`config.mk`:
```
export PLATFORM = sky130hd
export DESIGN_NAME = rme_sequencer
export DESIGN_NICKNAME = d
export VERILOG_FILES = /design/src/rtl/core/rme_pkg.sv /design/src/rtl/core/rme_sequencer.sv
export SDC_FILE = /design/constraint.sdc
export NUM_CORES = 1
export LEC_CHECK = 0
export BUFFER_PORTS_ARGS = -buffer_cell sky130_fd_sc_hd__buf_2
export CAP_MARGIN = 20
export CORE_MARGIN = 5
export CORE_UTILIZATION = 50
export CTS_CLUSTER_DIAMETER = 60
export DETAILED_ROUTE_END_ITERATION = 7
export GPL_TIMING_DRIVEN = 0
export PLACE_DENSITY = 0.82
export SYNTH_ARGS = -nofsm -noshare
export SYNTH_HDL_FRONTEND = slang
export SYNTH_SLANG_ARGS = --single-unit
```
`constraint.sdc`:
```
create_clock -name clk -period 6.9 [get_ports clk]
set_input_delay 1.38 -clock clk [delete_from_list [all_inputs] [get_ports clk]]
set_output_delay 1.38 -clock clk [all_outputs]
set_load 0.03 [all_outputs]
```
`src/rtl/core/rme_pkg.sv`:
```
// ============================================================================
// rme_pkg: shared types, codes and control store for the register machine
// Item and opcode codes, status codes, the datapath control word and the
// microcode table that sequences every item.
// ============================================================================
package rme_pkg;

    localparam int DATA_W    = 32;
    localparam int STEP_W    = 32;
    localparam int PC_W      = 9;
    localparam int ADDR_W    = 8;
    localparam int REG_IDX_W = 6;
    localparam int OP_W      = 3;
    localparam int ST_W      = 2;
    localparam int KIND_W    = 2;
    localparam int CFG_IDX_W = 1;

    localparam logic [KIND_W-1:0] KIND_LOAD  = 2'd0;
    localparam logic [KIND_W-1:0] KIND_WRITE = 2'd1;
    localparam logic [KIND_W-1:0] KIND_RUN   = 2'd2;
    localparam logic [KIND_W-1:0] KIND_READ  = 2'd3;

    localparam logic [OP_W-1:0] OP_NOOP = 3'd0;
    localparam logic [OP_W-1:0] OP_ZERO = 3'd1;
    localparam logic [OP_W-1:0] OP_SUCC = 3'd2;
    localparam logic [OP_W-1:0] OP_COPY = 3'd3;
    localparam logic [OP_W-1:0] OP_JEQ  = 3'd4;

    localparam logic [ST_W-1:0] ST_READ   = 2'd0;
    localparam logic [ST_W-1:0] ST_HALT   = 2'd1;
    localparam logic [ST_W-1:0] ST_LIMIT  = 2'd2;
    localparam logic [ST_W-1:0] ST_BADREG = 2'd3;

    localparam logic [CFG_IDX_W-1:0] CFG_PROG_LENGTH = 1'd0;
    localparam logic [CFG_IDX_W-1:0] CFG_STEP_LIMIT  = 1'd1;

    typedef struct packed {
        logic [ADDR_W-1:0]    target;
        logic [REG_IDX_W-1:0] b;
        logic [REG_IDX_W-1:0] a;
        logic [OP_W-1:0]      op;
    } instr_t;

    localparam int INSTR_W = $bits(instr_t);

    typedef enum logic [3:0] {
        S_IDLE     = 4'd0,
        S_LOAD     = 4'd1,
        S_WRITE    = 4'd2,
        S_RUN      = 4'd3,
        S_READ     = 4'd4,
        S_READ_OUT = 4'd5,
        S_FETCH    = 4'd6,
        S_DECODE   = 4'd7,
        S_EXEC     = 4'd8,
        S_RUN_OUT  = 4'd9
    } step_t;

    typedef enum logic [3:0] {
        DP_NONE,
        DP_LATCH,
        DP_LOAD,
        DP_WRITE,
        DP_READ_ISSUE,
        DP_READ_OUT,
        DP_RUN_INIT,
        DP_FETCH,
        DP_DECODE,
        DP_EXEC,
        DP_RUN_OUT
    } dp_op_t;

    typedef enum logic [2:0] {
        BR_NEXT,
        BR_GOTO,
        BR_KIND,
        BR_END,
        BR_BAD
    } br_t;

    typedef struct packed {
        logic   wait_in;
        logic   wait_out;
        logic   out_load;
        dp_op_t op;
        br_t    br;
        step_t  target;
    } uword_t;

    typedef struct packed {
        logic   fire;
        uword_t w;
    } ctl_t;

    typedef struct packed {
        logic end_run;
        logic bad_reg;
    } dp_flags_t;

    typedef struct packed {
        logic              in_accept;
        logic [KIND_W-1:0] kind;
        logic              out_free;
        dp_flags_t         flags;
    } seq_in_t;

    typedef struct packed {
        logic [DATA_W-1:0] read_value;
        logic [ST_W-1:0]   run_status;
        logic [STEP_W-1:0] steps_taken;
        logic [PC_W-1:0]   final_counter;
    } res_t;

    function automatic uword_t uw(logic wi, logic wo, logic ol, dp_op_t op, br_t br,
                                  step_t tg);
        return '{wait_in: wi, wait_out: wo, out_load: ol, op: op, br: br, target: tg};
    endfunction

    function automatic uword_t ucode_rom(step_t s);
        uword_t w;
        unique case (s)
            S_IDLE:     w = uw(1'b1, 1'b0, 1'b0, DP_LATCH,      BR_KIND, S_LOAD);
            S_LOAD:     w = uw(1'b0, 1'b0, 1'b0, DP_LOAD,       BR_GOTO, S_IDLE);
            S_WRITE:    w = uw(1'b0, 1'b0, 1'b0, DP_WRITE,      BR_GOTO, S_IDLE);
            S_RUN:      w = uw(1'b0, 1'b0, 1'b0, DP_RUN_INIT,   BR_GOTO, S_FETCH);
            S_READ:     w = uw(1'b0, 1'b0, 1'b0, DP_READ_ISSUE, BR_NEXT, S_IDLE);
            S_READ_OUT: w = uw(1'b0, 1'b1, 1'b1, DP_READ_OUT,   BR_GOTO, S_IDLE);
            S_FETCH:    w = uw(1'b0, 1'b0, 1'b0, DP_FETCH,      BR_END,  S_RUN_OUT);
            S_DECODE:   w = uw(1'b0, 1'b0, 1'b0, DP_DECODE,     BR_BAD,  S_RUN_OUT);
            S_EXEC:     w = uw(1'b0, 1'b0, 1'b0, DP_EXEC,       BR_GOTO, S_FETCH);
            S_RUN_OUT:  w = uw(1'b0, 1'b1, 1'b1, DP_RUN_OUT,    BR_GOTO, S_IDLE);
            default:    w = uw(1'b0, 1'b0, 1'b0, DP_NONE,       BR_GOTO, S_IDLE);
        endcase
        return w;
    endfunction

endpackage

```
`src/rtl/core/rme_sequencer.sv`:
```
// ============================================================================
// rme_sequencer: microcode step counter and branch unit
// Holds the current step, looks up its control word and picks the next step
// from sequential, jump, kind-dispatch or conditional branch fields.
// ============================================================================
module rme_sequencer (
    input  logic             clk,
    input  logic             rst_n,
    input  rme_pkg::seq_in_t sin,
    output rme_pkg::ctl_t    ctl
);

    rme_pkg::step_t  step_reg;
    rme_pkg::step_t  step_next;
    rme_pkg::uword_t w;
    logic            fire;

    always_comb
    begin
        w    = rme_pkg::ucode_rom(step_reg);
        fire = (!w.wait_in || sin.in_accept) && (!w.wait_out || sin.out_free);
        ctl  = '{fire: fire, w: w};
    end

    always_comb
    begin
        step_next = step_reg;
        if (fire)
        begin
            unique case (w.br)
                rme_pkg::BR_NEXT: step_next = rme_pkg::step_t'(4'(step_reg) + 4'd1);
                rme_pkg::BR_GOTO: step_next = w.target;
                rme_pkg::BR_KIND: step_next = rme_pkg::step_t'(4'(w.target) + 4'(sin.kind));
                rme_pkg::BR_END:  step_next = sin.flags.end_run ? w.target
                                            : rme_pkg::step_t'(4'(step_reg) + 4'd1);
                rme_pkg::BR_BAD:  step_next = sin.flags.bad_reg ? w.target
                                            : rme_pkg::step_t'(4'(step_reg) + 4'd1);
                default:          step_next = rme_pkg::S_IDLE;
            endcase
        end
    end

    always_ff @(posedge clk or negedge rst_n)
    begin
        if (!rst_n)
        begin
            step_reg <= rme_pkg::S_IDLE;
        end
        else
        begin
            step_reg <= step_next;
        end
    end

endmodule

```
# Yosys cells after proc, flatten, opt, wreduce, memory -nomap -nowiden
# Memories as Yosys holds them, arrays and structs flattened.
# Cells that the tools add are included.
word_totals:
  reg_bits: 4
  romBits: 224
  in_bits: 8
  output_inout_bits: 15
  memories: 1
op_classes:
  n_addsub: 2
  n_eq_ne: 4
  mux: 3
  reduce_logical: 6
memory_table:
  columns: ["memory", "depth", "word_bits", "read_ports", "rd_ports_with_merged_regs", "write_ports", "line_no", "text"]
  rows:
  - ["(no name shown)", 16, 14, 1, 0, 0, "rme_pkg.sv:121", "unique case (s)"]
ops:
  columns: ["cell", "n"]
  rows:
  - ["one-hot mux 4 bit (5 select lines)", 1]
  - ["2-to-1 mux 4 bit", 2]
  - ["== test 3 x 2 -> 1 bit (second input constant)", 2]
  - ["adder 4 x 1 -> 4 bit (second input constant)", 1]
  - ["adder 4 x 2 -> 4 bit", 1]
  - ["== test 3 x 1 -> 1 bit (second input constant)", 1]
  - ["== test 3 bit (second input constant)", 1]
  - ["logical NOT 3 bit", 1]
  - ["logical NOT 1 bit", 2]
  - ["logical OR 1 bit", 2]
  - ["logical AND 1 bit", 1]

# Depth between registers and ports, before layout
# Gate-level depths: netlist of run 1.
# An unclocked memory read counts as a cell.
logic_depth:
  ltp_word: 4
  mapped_depth: 12

# Least setup slack after synthesis of run 1
# Ideal clock, no wire load.
synth_path:
  path_type: "in2out"
  from: "input port sin[2] in the netlist's numbering"
  to: "output port ctl[14] in the netlist's numbering"
  arrival_ps: 2103
  t_required_ps: 5520
  path_slack_ps: 3417
  path_stages: 3
  path_buffers: 1
  cell_sequence: "and4bb_2 -> nor3_4 -> buf_4"
synth_via:
  elab_chain_len: 2
synth_lines:
  columns: ["element", "line_no", "text"]
  rows:
  - ["start, declared", "rme_sequencer.sv:9", "input rme_pkg::seq_in_t sin,"]
  - ["logical OR 1 bit", "rme_sequencer.sv:21", "fire = (!w.wait_in || sin.in_accept) && (!w.wait_out || sin.out_free);"]
  - ["logical AND 1 bit", "rme_sequencer.sv:21", null]
  - ["end, declared", "rme_sequencer.sv:10", "output rme_pkg::ctl_t ctl"]
# No other way between the ends.

# Worst setup path after layout of run 1
# Ends and elaborated chain as after synthesis.

==> flow_metrics.tcl, run 1 <==
set metrics [dict create \
    start_util_pct 54.06 \
    grt_usage_pct 17.35 \
    fin_crit_sh_pct 55.11 \
    avgSynthCellArea_um2 8.772 \
    synth_top_area_cell "ha_1" \
    path_cells "buf_2 > and4bb_2 > nor3_4 > buf_4 > buf_2" \
    avgViaCountPerCell 6.250 \
    startpoint "sin[2]" \
    finClkSkew_ns 0.009269 \
    dp_slack_ns 3.121 \
    crit_end "ctl[14]" \
    cts_tree "yes" \
    pwr-share-comb_pct 82.6 \
    r2r_setup_slack_ns 4.00 \
    setup_violations 0 \
    design.core.area_mm2 0.001541 \
    clkLatencyLatePin_ns 0.25 \
    r2r-start "step_reg[0]" \
    sw_frac_of_total_pct 58.85 \
    crit_path_end_kind "output pin" \
    die-area_mm2 0.002583 \
    port_buffers 22 \
    cts_resized 0 \
    synth_enable_flop_cells 0 \
    path_max_fanout 8 \
    drcViolationCount 0 \
    seq_area_um2 100.1 \
    critPathKind "in2out" \
    maxSlewViolCount 0 \
    cts.path.max_buffers 2 \
    pwr-share-seq_pct 10.3 \
    syn_area_um2 833.3 \
    startpoint_type "primary input" \
    grt_pass1_vias 797 \
    gr-total-overflow 0 \
    layout-drive-gt1-share_pct 35.83 \
    rr_worst_depth 11 \
    power-per-cell-area_mw_per_mm2 446.8 \
    dp_hpwl_um 1722 \
    path_clk_slew_ns 0.04 \
    grt_max_degree 11 \
    drt_pass1_iterations 4 \
    ant_nets 0 \
    finalWeightedCongestion 0.8816 \
    fin_nets 141 \
    syn_to_final_growth_pct 18.32 \
    largest_register_ffs 4 \
    cts_hold_buf 0 \
    clock-sinks 4 \
    p_leak_nw 0.4825 \
    cts_root_buffer "clkbuf_4" \
    diodes 0 \
    ys_warn_count 0 \
    route.vias.total 850 \
    synth-main-ff-cell "dfrtp_1" \
    syn-num-nets 114 \
    slew_headroom_pct 69.97 \
    seq_area_frac_synth_pct 12.01 \
    critPathRequiredTime_ns 5.52 \
    rsz0062_at_grt "false" \
    synth_top_area_share_pct 15.02 \
    fillers 142 \
    row_count 14 \
    post_cts.repair.setup_buffers 0 \
    cts_buffers 3 \
    power_mw 0.4405 \
    finalCriticalPeriod_ns 3.803 \
    ys_ff_latch 4 \
    setup_ws_ns 3.097 \
    grt_pass1_wl_um 3546 \
    worst_slew_pin_slew_ns 0.4505 \
    dieWidth_um 50.83 \
    routed_wl_um 2164 \
    crit_slowest_cell "nor3_4" \
    drt_first_iter_violations 31 \
    num_io_pins 23 \
    cpPeakStageDelay_ns 0.34 \
    max_freq_ghz 0.2630 \
    cpMostUsedCell "buf_2" \
    final_hold_viol_count 0 \
    ys_types 45 \
    die_h_um 50.83 \
    routedWlPerCell_um 15.91 \
    synth_area_leaders "ha_1 15%, dfrtp_1 12%, inv_1 4.5%" \
    synth_commonest_cells "10 x ha_1, 10 x inv_1, 7 x nand2_1" \
    timing.rr.end "step_reg[2]" \
    irDropWorstVdd_v 0.0002661 \
    hp-class "reg2reg" \
    final.setup.tns_ns 0 \
    antenna_found_initial 0 \
    status "finished clean" \
    netSwitchingPower_mw 0.2592 \
    clock_power_share_pct 7.1 \
    async_flop_share_pct 100.0 \
    max-cap-violations 0 \
    syn-instance-count 95 \
    multi_input_area_um2 628.1 \
    htreeDepth 1 \
    power.internal_mw 0.1813 \
    arrival_ns 2.42 \
]
[area by class of cell]
type,count,share of cell area (%)
multi-input cells,71,63.71
repair buffers,22,11.17
flip-flops and latches,4,10.15
plain buffers,10,6.853
inverters,10,3.807
clock buffers,3,2.284
well taps,16,2.030
[layer usage]
layer,global-route usage (%),vias up,routed length [um]
met5,0,-,0
met1,21.55,404,849
met2,30.58,34,1147
li1,-,408,-
met3,2.035,4,147
met4,5.957,0,20
[logic make-up after synthesis]
group | after synthesis | synth area share (%)
xor gates and xnor gates | 2 | 2.102
muxes | 1 | 1.201
buffers and inverters | 20 | 12.61
DFF | 4 | 12.01
adders and majority gates | 11 | 17.42
AOI/OAI and AO/OA | 31 | 29.88
and+or+nand+nor | 26 | 24.78
[worst min path at each step]
stage	from	to	slack [ns]	depth (start not counted)
4_1_cts	step_reg[3]	step_reg[3]	0.80	4
5_1_grt	step_reg[0]	step_reg[0]	0.84	2
6_report	step_reg[3]	step_reg[3]	0.80	4
3_3_place_gp	step_reg[3]	step_reg[3]	0.79	4
2_1_floorplan	step_reg[3]	step_reg[3]	0.70	4
3_5_place_dp	step_reg[3]	step_reg[3]	0.79	4
[critical path, delay by kind of cell]
kind	cells	cell delay, ns
buf+inv	3	0.45
simple gates	2	0.59
[power by group through the flow]
stage	registers [mW]	clock network (mW)	logic, mW
6_report	0.0455	0.0313	0.364
5_1_grt	0.0470	0.0332	0.396
4_1_cts	0.0455	0.0313	0.365
3_5_place_dp	0.0459	0	0.363
3_3_place_gp	0.0452	0	0.353
2_1_floorplan	0.0416	0	0.280
[per-stage QoR]
| step | hold WS [ns] | cells | util (%) | area, um2 |
|---|---|---|---|---|
| detailed placement | 0.7866 | 133 | 62.50 | 963.4 |
| CTS | 0.7969 | 136 | 63.96 | 985.9 |
| global route | 0.8408 | 136 | 63.96 | 985.9 |
| finish | 0.8012 | 136 | 63.96 | 985.9 |
| global placement | 0.7923 | 133 | 62.50 | 963.4 |
| floorplan | 0.7005 | 95 | - | 833.3 |
[placed cells by master, fill, tap and decap left out, drive strengths merged, types with 3 or more instances in the layout]
master,count
inv,10
ha,10
buf,30
o211ai,4
nand2,7
nand2b,3
clkbuf,5
dfrtp,4
a21oi,6
o31ai,3
a2111oi,3
nor2,3
a211oi,3
No activity file was read; power rests on OpenSTA's default activity.
==> run 2: changes to the inputs <==
--- a/config.mk
+++ b/config.mk
@@ -5,6 +5,7 @@
 export SDC_FILE = /design/constraint.sdc
 export NUM_CORES = 1
 export LEC_CHECK = 0
+export ABC_AREA = 1
 export BUFFER_PORTS_ARGS = -buffer_cell sky130_fd_sc_hd__buf_2
 export CAP_MARGIN = 20
 export CORE_MARGIN = 5
@@ -12,7 +13,7 @@
 export CTS_CLUSTER_DIAMETER = 60
 export DETAILED_ROUTE_END_ITERATION = 7
 export GPL_TIMING_DRIVEN = 0
-export PLACE_DENSITY = 0.82
+export PLACE_DENSITY = 0.81
 export SYNTH_ARGS = -nofsm -noshare
 export SYNTH_HDL_FRONTEND = slang
 export SYNTH_SLANG_ARGS = --single-unit
==> constraint.sdc (replaced) <==
create_clock -name clk -period 3.8 [get_ports clk]
set_input_delay 0.76 -clock clk [delete_from_list [all_inputs] [get_ports clk]]
set_output_delay 0.76 -clock clk [all_outputs]
set_load 0.03 [all_outputs]
==> run 2 against run 1 <==
Non-clock buffer count shrank 5. Clock skew down 0.0086 ns. Critical path depth rose by 3. Largest power group unchanged.
==> flow_metrics.tcl, run 2 <==
set metrics [dict create \
    slew_headroom_pct 77.07 \
    final_cell_mix "61 x nand2_1, 22 x buf_2, 20 x inv_1" \
    synth_top_area_cell "nand2_1" \
    syn_area_um2 862.1 \
    pwr-share-comb_pct 82.9 \
    pwr-share-seq_pct 11.0 \
    rr_worst_depth 16 \
    final_common_cell "nand2_1" \
    layout-drive-gt1-share_pct 24.43 \
    die-area_mm2 0.002654 \
    seq_area_frac_synth_pct 11.61 \
    startpoint_type "flop" \
    r2r-start "step_reg[0]" \
    critPathRequiredTime_ns 3.04 \
    synth.most_common_cell "nand2_1" \
    setup_violations 0 \
    syn-instance-count 151 \
    fin_crit_sh_pct 75.62 \
    final.setup.tns_ns 0 \
    cts_tree "yes" \
    synth_enable_flop_cells 0 \
    dp_hpwl_um 1800 \
    ys_types 24 \
    ant_nets 0 \
    gr-total-overflow 0 \
    cts.path.max_buffers 2 \
    worst_slew_pin_slew_ns 0.3439 \
    largest_register_ffs 4 \
    row_count 15 \
    r2r_setup_slack_ns 1.33 \
    placed_cell_area_um2 993.5 \
    dieWidth_um 51.52 \
    cpPeakStageDelay_ns 0.39 \
    rsz0062_at_grt "false" \
    htreeDepth 1 \
    final_hold_viol_count 0 \
    post_cts.repair.setup_buffers 0 \
    avgSynthCellArea_um2 5.709 \
    route.vias.total 1002 \
    grt_pass1_wl_um 3505 \
    path_max_fanout 8 \
    cts_buffers 3 \
    die_h_um 51.52 \
    synth_commonest_cells "61 x nand2_1, 20 x inv_1, 14 x nand3_1" \
    sw_frac_of_total_pct 63.43 \
    power_mw 0.8475 \
    finalWeightedCongestion 0.8968 \
    num_io_pins 23 \
    routed_wl_um 2133 \
    netSwitchingPower_mw 0.5376 \
    power.internal_mw 0.3099 \
    irDropWorstVdd_v 0.0003895 \
    status "finished clean" \
    routedWlPerCell_um 11.05 \
    diodes 0 \
    max_freq_ghz 0.3480 \
    async_flop_share_pct 100.0 \
    path_clk_slew_ns 0.04 \
    crit_buf_inv 4 \
    cts_resized 0 \
    critPathKind "reg2out" \
    clock-sinks 4 \
    drcViolationCount 0 \
    antenna_found_initial 0 \
    syn-num-nets 170 \
    synth_top_area_share_pct 26.56 \
    arrival_ns 2.11 \
    crit_slowest_cell "dfrtp_1" \
    grt_usage_pct 16.47 \
    grt_max_degree 11 \
    maxSlewViolCount 0 \
    hp-class "in2async" \
    p_leak_nw 0.6533 \
    cts_hold_buf 0 \
    finClkSkew_ns 0.0006233 \
    design.core.area_mm2 0.001689 \
    clkLatencyLatePin_ns 0.23 \
    syn_to_final_growth_pct 17.85 \
    ys_warn_count 0 \
    crit_path_end_kind "output pin" \
    port_buffers 22 \
    clock_power_share_pct 6.1 \
    grt_pass1_vias 870 \
    avgViaCountPerCell 5.192 \
    path_delay_family "buffers and inverters" \
    drt_pass1_iterations 4 \
    synth_area_leaders "nand2_1 27%, ha_1 15%, dfrtp_1 12%" \
    path_cells "clkbuf_1 > inv_1 > ha_1 > nand3_2 > nor2_1 > nor2_2 > buf_4 > buf_2" \
    max-cap-violations 0 \
    ys_ff_latch 4 \
    power-per-cell-area_mw_per_mm2 834.2 \
    fin_nets 197 \
    timing.rr.end "step_reg[2]" \
    synth-main-ff-cell "dfrtp_1" \
    cts_root_buffer "clkbuf_4" \
    fin_area_mm2 0.001016 \
    startpoint "step_reg[0]" \
    drt_first_iter_violations 24 \
    finalCriticalPeriod_ns 2.874 \
    start_util_pct 51.04 \
]
[run 2: cell count changes in the layout (fill, tap and decap cells not counted), sizes merged, moves of 3 or more]
cell,previous run,this run
a2111oi,3,0
a21oi,6,1
buf,30,26
inv,10,24
nand2,7,64
nand2b,3,0
nand3,0,16
nor2,3,10
o211ai,4,0
o21ai,2,8
o31ai,3,0
[run 2: power by group through the flow]
stage | Combinational, mW | Clock (mW) | Sequential (mW)
2_1_floorplan | 0.541 | 0 | 0.0846
4_1_cts | 0.705 | 0.0527 | 0.0931
3_3_place_gp | 0.689 | 0 | 0.0922
5_1_grt | 0.771 | 0.0545 | 0.0966
3_5_place_dp | 0.701 | 0 | 0.0935
6_report | 0.703 | 0.0515 | 0.0934
[run 2: metal layers]
metal / vias up / track usage, % / wire, um
met5: - / 0 / 0
met4: 0 / 1.310 / 0
met3: 0 / 1.146 / 118
met2: 30 / 32.20 / 1097
met1: 451 / 20.14 / 917
li1: 521 / - / -
[run 2: layout make-up]
cell class	count	area (um2)
buffer	5	33.78
clock buffer	3	22.52
timing repair buffer	22	110.1
tap	17	21.27
inverter	25	96.34
fill	180	673.1
sequential	4	100.1
multi-input combinational	117	631.9
[run 2: per-stage QoR]
stage / std cells / utilization [%] / setup slack [ns] / hold WS, ns
6_report: 193 / 60.15 / 0.9264 / 0.3232
5_1_grt: 193 / 60.15 / 0.8007 / 0.3247
4_1_cts: 193 / 60.15 / 0.9445 / 0.3187
3_5_place_dp: 190 / 58.81 / 1.211 / 0.5640
3_3_place_gp: 190 / 58.81 / 1.223 / 0.5614
2_1_floorplan: 151 / - / 1.405 / 0.4644
[run 2: logic make-up after synthesis]
group	share of synthesized area, %
and+or+nand+nor	48.19
AOI/OAI and AO/OA	8.272
DFF	11.61
adders and majority gates	16.84
buffers and inverters	15.09
[run 2: how the worst max path moves through the flow]
stage,to,cells past startpoint,slack [ns]
final,ctl[14],8,0.93
after global routing,ctl[14],8,0.80
after CTS,ctl[14],8,0.94
after detailed placement,ctl[14],8,1.21
after global placement,ctl[14],8,1.22
after floorplan,step_reg[2],16,1.40
